$ cat src/rtl/swm_pkg.sv
// shared types and constants of the swerve module set-point block
package swm_pkg;

	// configuration register indexes
	localparam logic [3:0] CFG_MAX_SPEED        = 4'd0;
	localparam logic [3:0] CFG_SPEED_SCALE      = 4'd1;
	localparam logic [3:0] CFG_REV_PER_METER    = 4'd2;
	localparam logic [3:0] CFG_TICKS_PER_DEGREE = 4'd3;

	// register reset values
	localparam logic [12:0] MAX_SPEED_RST        = 13'd1000;
	localparam logic [8:0]  SPEED_SCALE_RST      = 9'd64;
	localparam logic [21:0] REV_PER_METER_RST    = 22'd205324;
	localparam logic [15:0] TICKS_PER_DEGREE_RST = 16'd18657;

	// angles in centidegrees
	localparam int HALF_TURN  = 18000;
	localparam int FULL_TURN  = 36000;
	localparam int FLIP_LIMIT = 9010;
	localparam int MOVE_LIMIT = 100;

	// drive path constants
	localparam logic [17:0] DEADBAND_MUL = 18'd20;
	localparam logic [16:0] DRIVE_MAX    = 17'd131071;
	localparam logic [45:0] DRIVE_HALF   = 46'd8388608;

	// turn path constants: divide by 25600 as a shift by 10 and a divide by 25
	localparam logic [31:0] TURN_HALF = 32'd12800;
	localparam logic [44:0] RECIP_25  = 45'd5368710;

	// configuration register set
	typedef struct packed {
		logic [12:0] max_speed;
		logic [8:0]  speed_scale;
		logic [21:0] rev_per_meter;
		logic [15:0] ticks_per_degree;
	} cfg_t;

	// angle stage result handed to the drive and turn paths
	typedef struct packed {
		logic [13:0] smag;
		logic        sneg;
		logic        dead;
		logic [14:0] rmag;
		logic        rneg;
		logic        pos;
		logic        flip;
		logic [31:0] ticks;
	} front_t;

endpackage

$ cat src/rtl/swm_cfg.sv
// configuration registers of the swerve module set-point block
module swm_cfg (
	input  logic               clk,
	input  logic               arst_n,
	input  logic               wr_en,
	input  logic [3:0]         wr_index,
	input  logic [21:0]        wr_data,
	output swm_pkg::cfg_t      cfg
);

	swm_pkg::cfg_t cfg_q;

	// register writes, unknown indexes ignored
	always_ff @(posedge clk or negedge arst_n) begin
		if (!arst_n) begin
			cfg_q.max_speed        <= swm_pkg::MAX_SPEED_RST;
			cfg_q.speed_scale      <= swm_pkg::SPEED_SCALE_RST;
			cfg_q.rev_per_meter    <= swm_pkg::REV_PER_METER_RST;
			cfg_q.ticks_per_degree <= swm_pkg::TICKS_PER_DEGREE_RST;
		end else if (wr_en) begin
			case (wr_index)
				swm_pkg::CFG_MAX_SPEED:        cfg_q.max_speed        <= wr_data[12:0];
				swm_pkg::CFG_SPEED_SCALE:      cfg_q.speed_scale      <= wr_data[8:0];
				swm_pkg::CFG_REV_PER_METER:    cfg_q.rev_per_meter    <= wr_data;
				swm_pkg::CFG_TICKS_PER_DEGREE: cfg_q.ticks_per_degree <= wr_data[15:0];
				default: ;
			endcase
		end
	end

	assign cfg = cfg_q;

endmodule

$ cat src/rtl/swm_angle.sv
// first stage: angle error wrap, flip decision and speed deadband
module swm_angle (
	input  logic                clk,
	input  logic                en,
	input  logic signed [13:0]  target_speed,
	input  logic signed [15:0]  target_angle,
	input  logic signed [15:0]  current_angle,
	input  logic signed [31:0]  current_ticks,
	input  logic [12:0]         max_speed,
	output swm_pkg::front_t     front_s1
);

	// one wrap step toward (-180, +180] degrees
	function automatic logic signed [17:0] wrap_step(input logic signed [17:0] d);
		logic signed [17:0] r;
		r = d;
		if (d > swm_pkg::HALF_TURN)
			r = 18'(d - swm_pkg::FULL_TURN);
		else if (d <= -swm_pkg::HALF_TURN)
			r = 18'(d + swm_pkg::FULL_TURN);
		return r;
	endfunction

	logic signed [17:0] d0;
	logic signed [17:0] d1;
	logic signed [17:0] d2;
	logic signed [15:0] delta;
	logic [14:0]        mag;
	logic               flip;
	logic signed [17:0] half;
	logic signed [15:0] rem;
	logic signed [14:0] spd;
	logic [13:0]        smag;
	swm_pkg::front_t    front;

	// raw error spans two turns at most, so two wrap steps suffice
	always_comb begin
		d0    = $signed({{2{target_angle[15]}}, target_angle})
		      - $signed({{2{current_angle[15]}}, current_angle});
		d1    = wrap_step(d0);
		d2    = wrap_step(d1);
		delta = d2[15:0];
		mag   = delta[15] ? 15'(-delta) : 15'(delta);
		flip  = mag > 15'(swm_pkg::FLIP_LIMIT);
	end

	// remaining error after a flip is the wrapped error turned by half a turn
	always_comb begin
		half = 18'(d2 + swm_pkg::HALF_TURN);
		if (half > swm_pkg::HALF_TURN)
			half = 18'(half - swm_pkg::FULL_TURN);
		rem = flip ? half[15:0] : delta;
	end

	// signed speed after a flip, split into magnitude and sign
	always_comb begin
		spd  = flip ? -$signed({target_speed[13], target_speed})
		            : $signed({target_speed[13], target_speed});
		smag = spd[14] ? 14'(-spd) : 14'(spd);
		front.smag  = smag;
		front.sneg  = spd[14];
		front.dead  = (18'(smag) * swm_pkg::DEADBAND_MUL) < 18'(max_speed);
		front.rmag  = rem[15] ? 15'(-rem) : 15'(rem);
		front.rneg  = rem[15];
		front.pos   = front.rmag > 15'(swm_pkg::MOVE_LIMIT);
		front.flip  = flip;
		front.ticks = current_ticks;
	end

	// stage register
	always_ff @(posedge clk) begin
		if (en) begin
			front_s1 <= front;
		end
	end

endmodule

$ cat src/rtl/swm_drive.sv
// drive path: scale, inverse circumference, rounding and saturation
module swm_drive (
	input  logic               clk,
	input  logic               en,
	input  logic [13:0]        smag,
	input  logic               sneg,
	input  logic               dead,
	input  logic [8:0]         speed_scale,
	input  logic [21:0]        rev_per_meter,
	output logic signed [17:0] drive_rate_s5
);

	logic [22:0] mag_s2;
	logic        neg_s2;
	logic [44:0] mag_s3;
	logic        neg_s3;
	logic [16:0] q_s4;
	logic        neg_s4;
	logic [45:0] rnd;
	logic [21:0] rq;

	// round half away from zero on the magnitude, then clamp
	always_comb begin
		rnd = 46'(mag_s3) + swm_pkg::DRIVE_HALF;
		rq  = rnd[45:24];
	end

	// stages two to five
	always_ff @(posedge clk) begin
		if (en) begin
			mag_s2        <= dead ? 23'd0 : 23'(smag) * 23'(speed_scale);
			neg_s2        <= sneg;
			mag_s3        <= 45'(mag_s2) * 45'(rev_per_meter);
			neg_s3        <= neg_s2;
			q_s4          <= (rq > 22'(swm_pkg::DRIVE_MAX)) ? swm_pkg::DRIVE_MAX : rq[16:0];
			neg_s4        <= neg_s3;
			drive_rate_s5 <= neg_s4 ? -$signed({1'b0, q_s4}) : $signed({1'b0, q_s4});
		end
	end

endmodule

$ cat src/rtl/swm_turn.sv
// turn path: error to ticks, divide by 25600, add to position, saturate
module swm_turn (
	input  logic               clk,
	input  logic               en,
	input  logic [14:0]        rmag,
	input  logic               rneg,
	input  logic               pos,
	input  logic signed [31:0] ticks,
	input  logic [15:0]        ticks_per_degree,
	output logic               turn_mode_s5,
	output logic signed [31:0] turn_target_s5
);

	logic [30:0]        tm_s2;
	logic               neg_s2;
	logic               pos_s2;
	logic signed [31:0] ticks_s2;
	logic [21:0]        u_s3;
	logic               neg_s3;
	logic               pos_s3;
	logic signed [31:0] ticks_s3;
	logic [17:0]        q_s4;
	logic               neg_s4;
	logic               pos_s4;
	logic signed [31:0] ticks_s4;
	logic [31:0]        biased;
	logic [44:0]        prod;
	logic signed [32:0] dt;
	logic signed [32:0] sum;
	logic signed [31:0] clamped;

	// add half the divisor, drop the power of two part
	assign biased = 32'(tm_s2) + swm_pkg::TURN_HALF;

	// reciprocal multiply is exact for a 22-bit dividend
	assign prod = 45'(u_s3) * swm_pkg::RECIP_25;

	// signed offset added to the position, clamped to 32 bits
	always_comb begin
		dt  = neg_s4 ? -$signed(33'(q_s4)) : $signed(33'(q_s4));
		sum = $signed({ticks_s4[31], ticks_s4}) + dt;
		if (sum[32] != sum[31])
			clamped = sum[32] ? 32'sh8000_0000 : 32'sh7fff_ffff;
		else
			clamped = sum[31:0];
	end

	// stages two to five
	always_ff @(posedge clk) begin
		if (en) begin
			tm_s2          <= 31'(rmag) * 31'(ticks_per_degree);
			neg_s2         <= rneg;
			pos_s2         <= pos;
			ticks_s2       <= ticks;
			u_s3           <= biased[31:10];
			neg_s3         <= neg_s2;
			pos_s3         <= pos_s2;
			ticks_s3       <= ticks_s2;
			q_s4           <= prod[44:27];
			neg_s4         <= neg_s3;
			pos_s4         <= pos_s3;
			ticks_s4       <= ticks_s3;
			turn_mode_s5   <= pos_s4;
			turn_target_s5 <= pos_s4 ? clamped : 32'sd0;
		end
	end

endmodule

$ cat src/rtl/swerve_module_setpoint.sv
// top level of the swerve module set-point block
//
// channel  direction  handshake                    payload
// s_axis   in         s_axis_tvalid/s_axis_tready  s_axis_tdata, 80 bits
// m_axis   out        m_axis_tvalid/m_axis_tready  m_axis_tdata, 56 bits
// cfg      in         cfg_valid/cfg_ready          cfg_index, cfg_data
//
// one item per cycle through five register stages while m_axis does not stall.
// reset clears the valid bits and loads the register defaults; cfg_ready is
// always high. a stall on m_axis freezes every stage at once, so s_axis_tready
// follows m_axis_tready whenever the output stage holds an item.
module swerve_module_setpoint (
	input  logic        clk,
	input  logic        arst_n,
	// target_speed[13:0], target_angle[29:14], current_angle[45:30],
	// current_ticks[77:46], zero fill [79:78]
	input  logic [79:0] s_axis_tdata,
	input  logic        s_axis_tvalid,
	output logic        s_axis_tready,
	// drive_rate[17:0], turn_mode[18], turn_target[50:19], wheel_flipped[51],
	// zero fill [55:52]
	output logic [55:0] m_axis_tdata,
	output logic        m_axis_tvalid,
	input  logic        m_axis_tready,
	input  logic        cfg_valid,
	output logic        cfg_ready,
	input  logic [3:0]  cfg_index,
	input  logic [21:0] cfg_data
);

	swm_pkg::cfg_t      cfg;
	swm_pkg::front_t    front_s1;
	logic               en;
	logic [4:0]         v_q;
	logic               flip_s2;
	logic               flip_s3;
	logic               flip_s4;
	logic               flip_s5;
	logic signed [17:0] drive_rate_s5;
	logic               turn_mode_s5;
	logic signed [31:0] turn_target_s5;

	assign cfg_ready = 1'b1;

	// whole pipeline moves unless the output item is held
	assign en            = !v_q[4] || m_axis_tready;
	assign s_axis_tready = en;
	assign m_axis_tvalid = v_q[4];

	swm_cfg u_cfg (
		.clk      (clk),
		.arst_n   (arst_n),
		.wr_en    (cfg_valid && cfg_ready),
		.wr_index (cfg_index),
		.wr_data  (cfg_data),
		.cfg      (cfg)
	);

	swm_angle u_angle (
		.clk           (clk),
		.en            (en),
		.target_speed  ($signed(s_axis_tdata[13:0])),
		.target_angle  ($signed(s_axis_tdata[29:14])),
		.current_angle ($signed(s_axis_tdata[45:30])),
		.current_ticks ($signed(s_axis_tdata[77:46])),
		.max_speed     (cfg.max_speed),
		.front_s1      (front_s1)
	);

	swm_drive u_drive (
		.clk           (clk),
		.en            (en),
		.smag          (front_s1.smag),
		.sneg          (front_s1.sneg),
		.dead          (front_s1.dead),
		.speed_scale   (cfg.speed_scale),
		.rev_per_meter (cfg.rev_per_meter),
		.drive_rate_s5 (drive_rate_s5)
	);

	swm_turn u_turn (
		.clk              (clk),
		.en               (en),
		.rmag             (front_s1.rmag),
		.rneg             (front_s1.rneg),
		.pos              (front_s1.pos),
		.ticks            ($signed(front_s1.ticks)),
		.ticks_per_degree (cfg.ticks_per_degree),
		.turn_mode_s5     (turn_mode_s5),
		.turn_target_s5   (turn_target_s5)
	);

	// valid bits travel with the data
	always_ff @(posedge clk or negedge arst_n) begin
		if (!arst_n) begin
			v_q <= 5'd0;
		end else if (en) begin
			v_q <= {v_q[3:0], s_axis_tvalid};
		end
	end

	// flip flag carried alongside the two paths
	always_ff @(posedge clk) begin
		if (en) begin
			flip_s2 <= front_s1.flip;
			flip_s3 <= flip_s2;
			flip_s4 <= flip_s3;
			flip_s5 <= flip_s4;
		end
	end

	// output item packing
	assign m_axis_tdata = {4'd0, flip_s5, turn_target_s5, turn_mode_s5, drive_rate_s5};

	// a stopped turn motor always gets a zero target
	a_stop_zero: assert property (@(posedge clk) disable iff (!arst_n)
		m_axis_tvalid && !turn_mode_s5 |-> turn_target_s5 == 32'sd0)
		else $error("turn target not zero in stop mode");

	// drive rate stays inside the symmetric clamp
	a_drive_clamp: assert property (@(posedge clk) disable iff (!arst_n)
		m_axis_tvalid |-> drive_rate_s5 != -18'sd131072)
		else $error("drive rate outside clamp");

	// a stall keeps the first stage item in place
	a_stall_hold: assert property (@(posedge clk) disable iff (!arst_n)
		v_q[0] && !en |=> v_q[0] && $stable(front_s1))
		else $error("first stage item lost during stall");

	// an accepted item is in the first stage register in the next cycle
	a_advance: assert property (@(posedge clk) disable iff (!arst_n)
		s_axis_tvalid && s_axis_tready |=> v_q[0])
		else $error("accepted item missing from first stage");

endmodule

$ cat config.mk
export PLATFORM = sky130hd
export DESIGN_NAME = swerve_module_setpoint
export DESIGN_NICKNAME = d
export VERILOG_FILES = /design/src/rtl/swm_pkg.sv /design/src/rtl/swm_cfg.sv /design/src/rtl/swm_angle.sv /design/src/rtl/swm_drive.sv /design/src/rtl/swm_turn.sv /design/src/rtl/swerve_module_setpoint.sv
export SDC_FILE = /design/constraint.sdc
export NUM_CORES = 2
export LEC_CHECK = 0
export BUFFER_PORTS_ARGS = -buffer_cell sky130_fd_sc_hd__buf_2
export CAP_MARGIN = 20
export CORE_UTILIZATION = 59
export CTS_BUF_LIST = sky130_fd_sc_hd__clkbuf_4 sky130_fd_sc_hd__clkbuf_8 sky130_fd_sc_hd__clkbuf_16
export CTS_CLUSTER_DIAMETER = 30
export DETAILED_ROUTE_END_ITERATION = 8
export MAX_ROUTING_LAYER = met4
export PLACE_DENSITY = 0.79
export SETUP_SLACK_MARGIN = 0.5
export SLEW_MARGIN = 20
export SYNTH_ARGS = -nofsm -noshare
export SYNTH_HDL_FRONTEND = slang
export SYNTH_SLANG_ARGS = --single-unit
$ cat constraint.sdc
create_clock -name clk -period 16.1 [get_ports clk]
set_input_delay 3.22 -clock clk [delete_from_list [all_inputs] [get_ports clk]]
set_output_delay 3.22 -clock clk [all_outputs]
set_load 0.05 [all_outputs]
# Word level (Yosys, flattened, before mapping)

Cells that the tools add are included.

Bitwise operators: 0
Magnitude comparators: 9
Reduce and logical (&&, ||, !) cells: 7
Add/subtract/negate cells: 16
Div/mod/pow operators: 0
Shift-type cells: 0
Eq/ne operators: 4
$mul: 5
Mux-type cells: 14

Operators by type and width:

| kind                   | number |
|---|---|
| $mux 18                | 4 |
| $mux 32                | 2 |
| $add 45x24->46 const B | 1 |
| $mul 23x22->45         | 1 |
| $mux 15                | 3 |
| $mul 22x22->44 const B | 1 |
| $gt 18x16->1 const B   | 2 |
| $add 32x33->33         | 1 |
| $mux 33                | 1 |
| $neg 18->33            | 1 |
| $add 31x14->32 const B | 1 |
| $mux 16                | 2 |
| $mul 15x16->31         | 1 |
| $neg 15->15            | 2 |
| $mul 14x9->23          | 1 |
| $gt 22x17->1 const B   | 1 |
| $add 17x17->18 const B | 1 |
| $add 18x16->18 const B | 1 |
| $add 18x17->18 const B | 1 |
| $le 18x16->1 const B   | 1 |
| $lt 18x13->1           | 1 |
| $neg 17->18            | 1 |
| $sub 17x17->18 const B | 1 |
| $sub 18x17->18 const B | 1 |
| 18 further kinds       | 22 |

Memory bits (writable): 0
Memories kept: 0
Bits in registers: 447
Input port bits: 111
ROM bits: 0
Latch bits: 0

# Logic depth before layout (Yosys ltp)

Depth after elaboration: 15
Depth in mapped cells: 61

# By module

Synthesis repeated with hierarchy kept, for this count alone.

Cell total of the unflattened synthesis: 5,892
Area, all modules: 58,959.0 um2

By module, submodules not included:

| module                 | times used | cells an instance | area each (um2) |
|---|---|---|---|
| swm_turn               | 1          | 2,300             | 24,757.5 |
| swm_drive              | 1          | 2,440             | 22,907.0 |
| swm_angle              | 1          | 997               | 8,509.4 |
| swm_cfg                | 1          | 130               | 2,387.3 |
| swerve_module_setpoint | 1          | 25                | 397.9 |

# Worst setup path before layout

OpenSTA, ideal clock, no wires.

Path kind: input-to-output
From: input port m_axis_tready
To: output port s_axis_tready
Slack: -413 ps
Arrival: 13,293 ps
Stages: 2
Required time: 12,880 ps
Path buffers: 1
Cells stage by stage: nand2b_1 > clkbuf_1

Cells in the longest elaborated chain, start to end: 1

RTL lines:

| item               | RTL line                     | text |
|---|---|---|
| start: declaration | swerve_module_setpoint.sv:24 | `input logic m_axis_tready,` |
| $logic_or 1x1->1   | swerve_module_setpoint.sv:46 | `assign en = !v_q[4] \|\| m_axis_tready;` |
| end: declaration   | swerve_module_setpoint.sv:19 | `output logic s_axis_tready,` |

Every way passes these cells.

==> summary.md <==
| Metric | Value |
|---|---|
| Seq/Total Area, Yosys | 21.7% |
| Worst-path clk slew | 0.05 ns |
| Setup violations, final | 0 |
| Async set-or-reset flop fraction in the synthesized netlist | 15.7% |
| Row Count | 112 |
| Biggest area consumer among synthesized cells | fa_1 |
| IO buf count | 162 |
| Core area | 0.0937 mm2 |
| Post-CTS Resized | 0 |
| Clk root buf | clkbuf_16 |
| Worst Path Buf+Inv | 7 |
| Most frequent CP cell | a21oi_1 |
| DR vias/cell | 5.68 |
| Fmax achieved | 71.4 MHz |
| Worst-Margin Slew | 1.16 ns |
| GRT overflow | 0 |
| Ys flop type | edfxtp_1 |
| Vias in the first global route | 41,900 |
| Crit path DAT | 14.41 ns |
| CTS tree | yes |
| CP Max Fanout | 24 |
| CP Launch Type | input pin |
| Nets | 7,161 |
| Remaining DRCs | 0 |
| Slowest CP cell | a21o_1 |
| Cell area after synthesis | 0.0562 mm2 |
| # IOs | 170 |
| Data required, critical path | 16.51 ns |
| Post-route ant nets | 0 |
| Cells after synthesis | 5,474 |
| RSZ-0062 raised after global routing | no |
| Main area contributors after synthesis | fa_1, edfxtp_1, ha_1, inv_1, nand2_1 |
| CTS buffer count | 85 |
| WL final | 126 mm |
| Synth unique cells | 124 |
| H-tree depth | 3 |
| Layout cells sized above 1 | 9.17% |
| Pins Over Slew Limit | 0 |
| Hold_ws | 0.349 ns |
| HPWL after DPL | 95.6 mm |
| GPL Wtd Cong | 0.937 |
| Yosys top cell area share | 30.7% |
| CTS sink cnt | 415 |
| Worst Setup End Kind | flop |
| Reg area | 0.0122 mm2 |
| Layout Area Growth over Synthesis | 8.59% |
| MaxCap Viol Count | 0 |
| Status | complete, no violations |
| Crit path max-delay family | compound AO/OA/AOI/OAI gates |
| Die X | 311 um |
| CP startpoint | s_axis_tdata[17] |
| Initial Util | 59.9% |
| R2r startpoint | u_cfg.cfg[28]$_DFFE_PN0P_ |
| Crit path largest cell delay | 0.60 ns |
| Fillers | 7,121 |
| Insertion delay to the later sink of the worst-skew pair | 0.66 ns |
| Mapped Avg Cell Area | 10.3 um2 |
| Skew final | 0.0642 ns |
| TritonRoute pass-1 iters | 5 |
| First-iteration detailed-routing DRC count | 2,601 |
| Worst hold path type | reg -> reg |
| DIE AREA | 0.0964 mm2 |
| Footprint of the multi-input gates | 0.0395 mm2 |
| Total setup buffers inserted after CTS | 0 |
| Hold Fails Final Rpt | 0 |
| Synth warn | 0 |
| Synthesis-stage register bit count | 415 |
| Setup TNS | 0 ns |
| Fraction of the cycle the final worst path needs | 87.0% |
| Post-CTS Hold Fix Bufs | 0 |
| Vias after detailed routing | 39,100 |
| Wirelength per Cell | 18.3 um |
| Largest net degree at the start of global routing | 198 |
| Setup Crit Path Kind | in -> reg |
| Worst hold start | u_angle.front_s1[28]$_DFFE_PP_ |
| DIE HEIGHT | 311 um |
| EDFF count, synth | 350 |
| First-pass GRT wire length | 210 mm |
| Antenna violations before repair | 7 |
| Minimum clock period | 14.01 ns |
| Clock buffer depth | 3 |
| Slew headroom | 22.9% |
| Total GRT Usage | 27.8% |
worst paths after layout:
check | to | slack (ns) | depth (start not counted)
worst max-delay path | u_angle.front_s1[50]$_DFFE_PP_ | 2.09 | 51
worst min-delay path | u_turn.ticks_s2[28]$_DFFE_PP_ | 0.35 | 0
worst max register to register | u_drive.mag_s3[44]$_DFFE_PP_ | 6.57 | 29
worst min register to register | u_turn.ticks_s2[28]$_DFFE_PP_ | 0.35 | 0
max in group asynchronous | u_cfg.cfg[51]$_DFFE_PN0P_ | 12.73 | 2
min in group asynchronous | u_cfg.cfg[38]$_DFFE_PN0P_ | 2.76 | 2
routing by layer:
layer  part of all wire (%)  wire, um  vias up  global-route usage, %
met3                    8.7     11000      293                   5.85
met1                     41     51300    19500                   35.2
li1                       -         -    17800                      -
met4                    2.7      3410        0                   7.99
met5                      0         0        -                      -
met2                     48     60400     1493                   45.2
synth_stat cells (6+ instances only):
library cell,n
mux2_2,54
nand3_1,61
nor2_1,160
or2_2,12
clkbuf_1,176
a21oi_1,122
a21o_1,53
xnor2_1,178
a41oi_1,6
ha_1,629
o21ai_1,10
o211ai_1,14
and2_1,307
xor2_1,58
inv_1,958
buf_2,14
nor3_1,75
a31oi_1,20
nor2b_1,30
a211oi_1,8
xnor2_2,7
buf_4,10
fa_1,861
o41a_1,8
nand2_1,700
o211a_1,8
o31ai_1,18
nor4_1,12
edfxtp_1,350
o21ai_0,117
or3_1,22
a21boi_0,6
dfstp_2,19
nand4_1,19
and3_1,28
dfrtp_1,46
a211o_1,8
o21a_1,54
nor3b_1,6
or4_1,7
o21bai_1,30
mux2i_1,6
nand2b_1,18
per-stage QoR:
stage                     utilization [%]  worst slack, ns  cell area [um2]  std cells
after floorplan                         -             3.13            56200       5477
after global placement               61.9             1.82            58000       6723
after detailed placement             61.9             1.60            58000       6723
after CTS                            65.0             2.23            60900       6877
after global routing                 65.0             1.05            61000       6887
final                                65.0             2.09            61000       6888
final cells by class:
cell class | count | area share [%]
multi-input cells | 3893 | 64.9
flip-flops and latches | 415 | 19.9
inverters | 963 | 5.93
clock buffers | 94 | 3.61
well taps | 1254 | 2.57
repair buffers | 202 | 1.87
clock inverters | 60 | 1.20
diodes | 7 | 0.0287
cells by family after synthesis:
family	Yosys count	share of synthesized area, %
buffers and inverters	1169	7.98
xor gates and xnor gates	246	3.99
muxes	61	1.22
AOI/OAI and AO/OA	600	7.75
and+or+nand+nor	1491	12.7
other	2	0.0134
DFF	415	21.7
adders and majority gates	1490	44.7
worst reg2reg max path: cells and delay by family, from the launching register on:
kind	cells	cell delay, ns
fa+ha+maj	8	4.04
compound gates	10	2.65
simple gates	5	1.13
flops	1	1.06
buf+inv	5	0.32
xor+xnor	1	0.07
placed cells by master (no fill, tap or decap), drive strengths merged, types with 23 or more instances in the layout:
cell	synthesis	final
a21o	53	53
a21oi	124	124
and2	307	307
and3	29	29
buf	30	201
clkbuf	176	95
clkinv	1	33
dfrtp	46	46
edfxtp	350	350
fa	861	861
ha	629	629
inv	962	977
mux2	55	55
nand2	700	700
nand3	61	61
nor2	163	163
nor2b	30	30
nor3	81	81
o21a	56	56
o21ai	133	133
o21bai	30	30
or3	23	23
xnor2	186	186
xor2	60	60
flip-flops by register name, summed over array words and instances, names as in the netlist, 22 cells and up:
register and count:
u_angle.front_s1 66, u_cfg.cfg 60, u_turn.ticks_s2 32, u_turn.ticks_s3 32
u_turn.ticks_s4 32, u_turn.turn_target_s5 32, u_drive.mag_s2 23, u_drive.mag_s3 22
u_turn.tm_s2 22, u_turn.u_s3 22
Power is not shown: default switching activity piles up to over one toggle a cycle in this logic, so the estimate is an artifact.
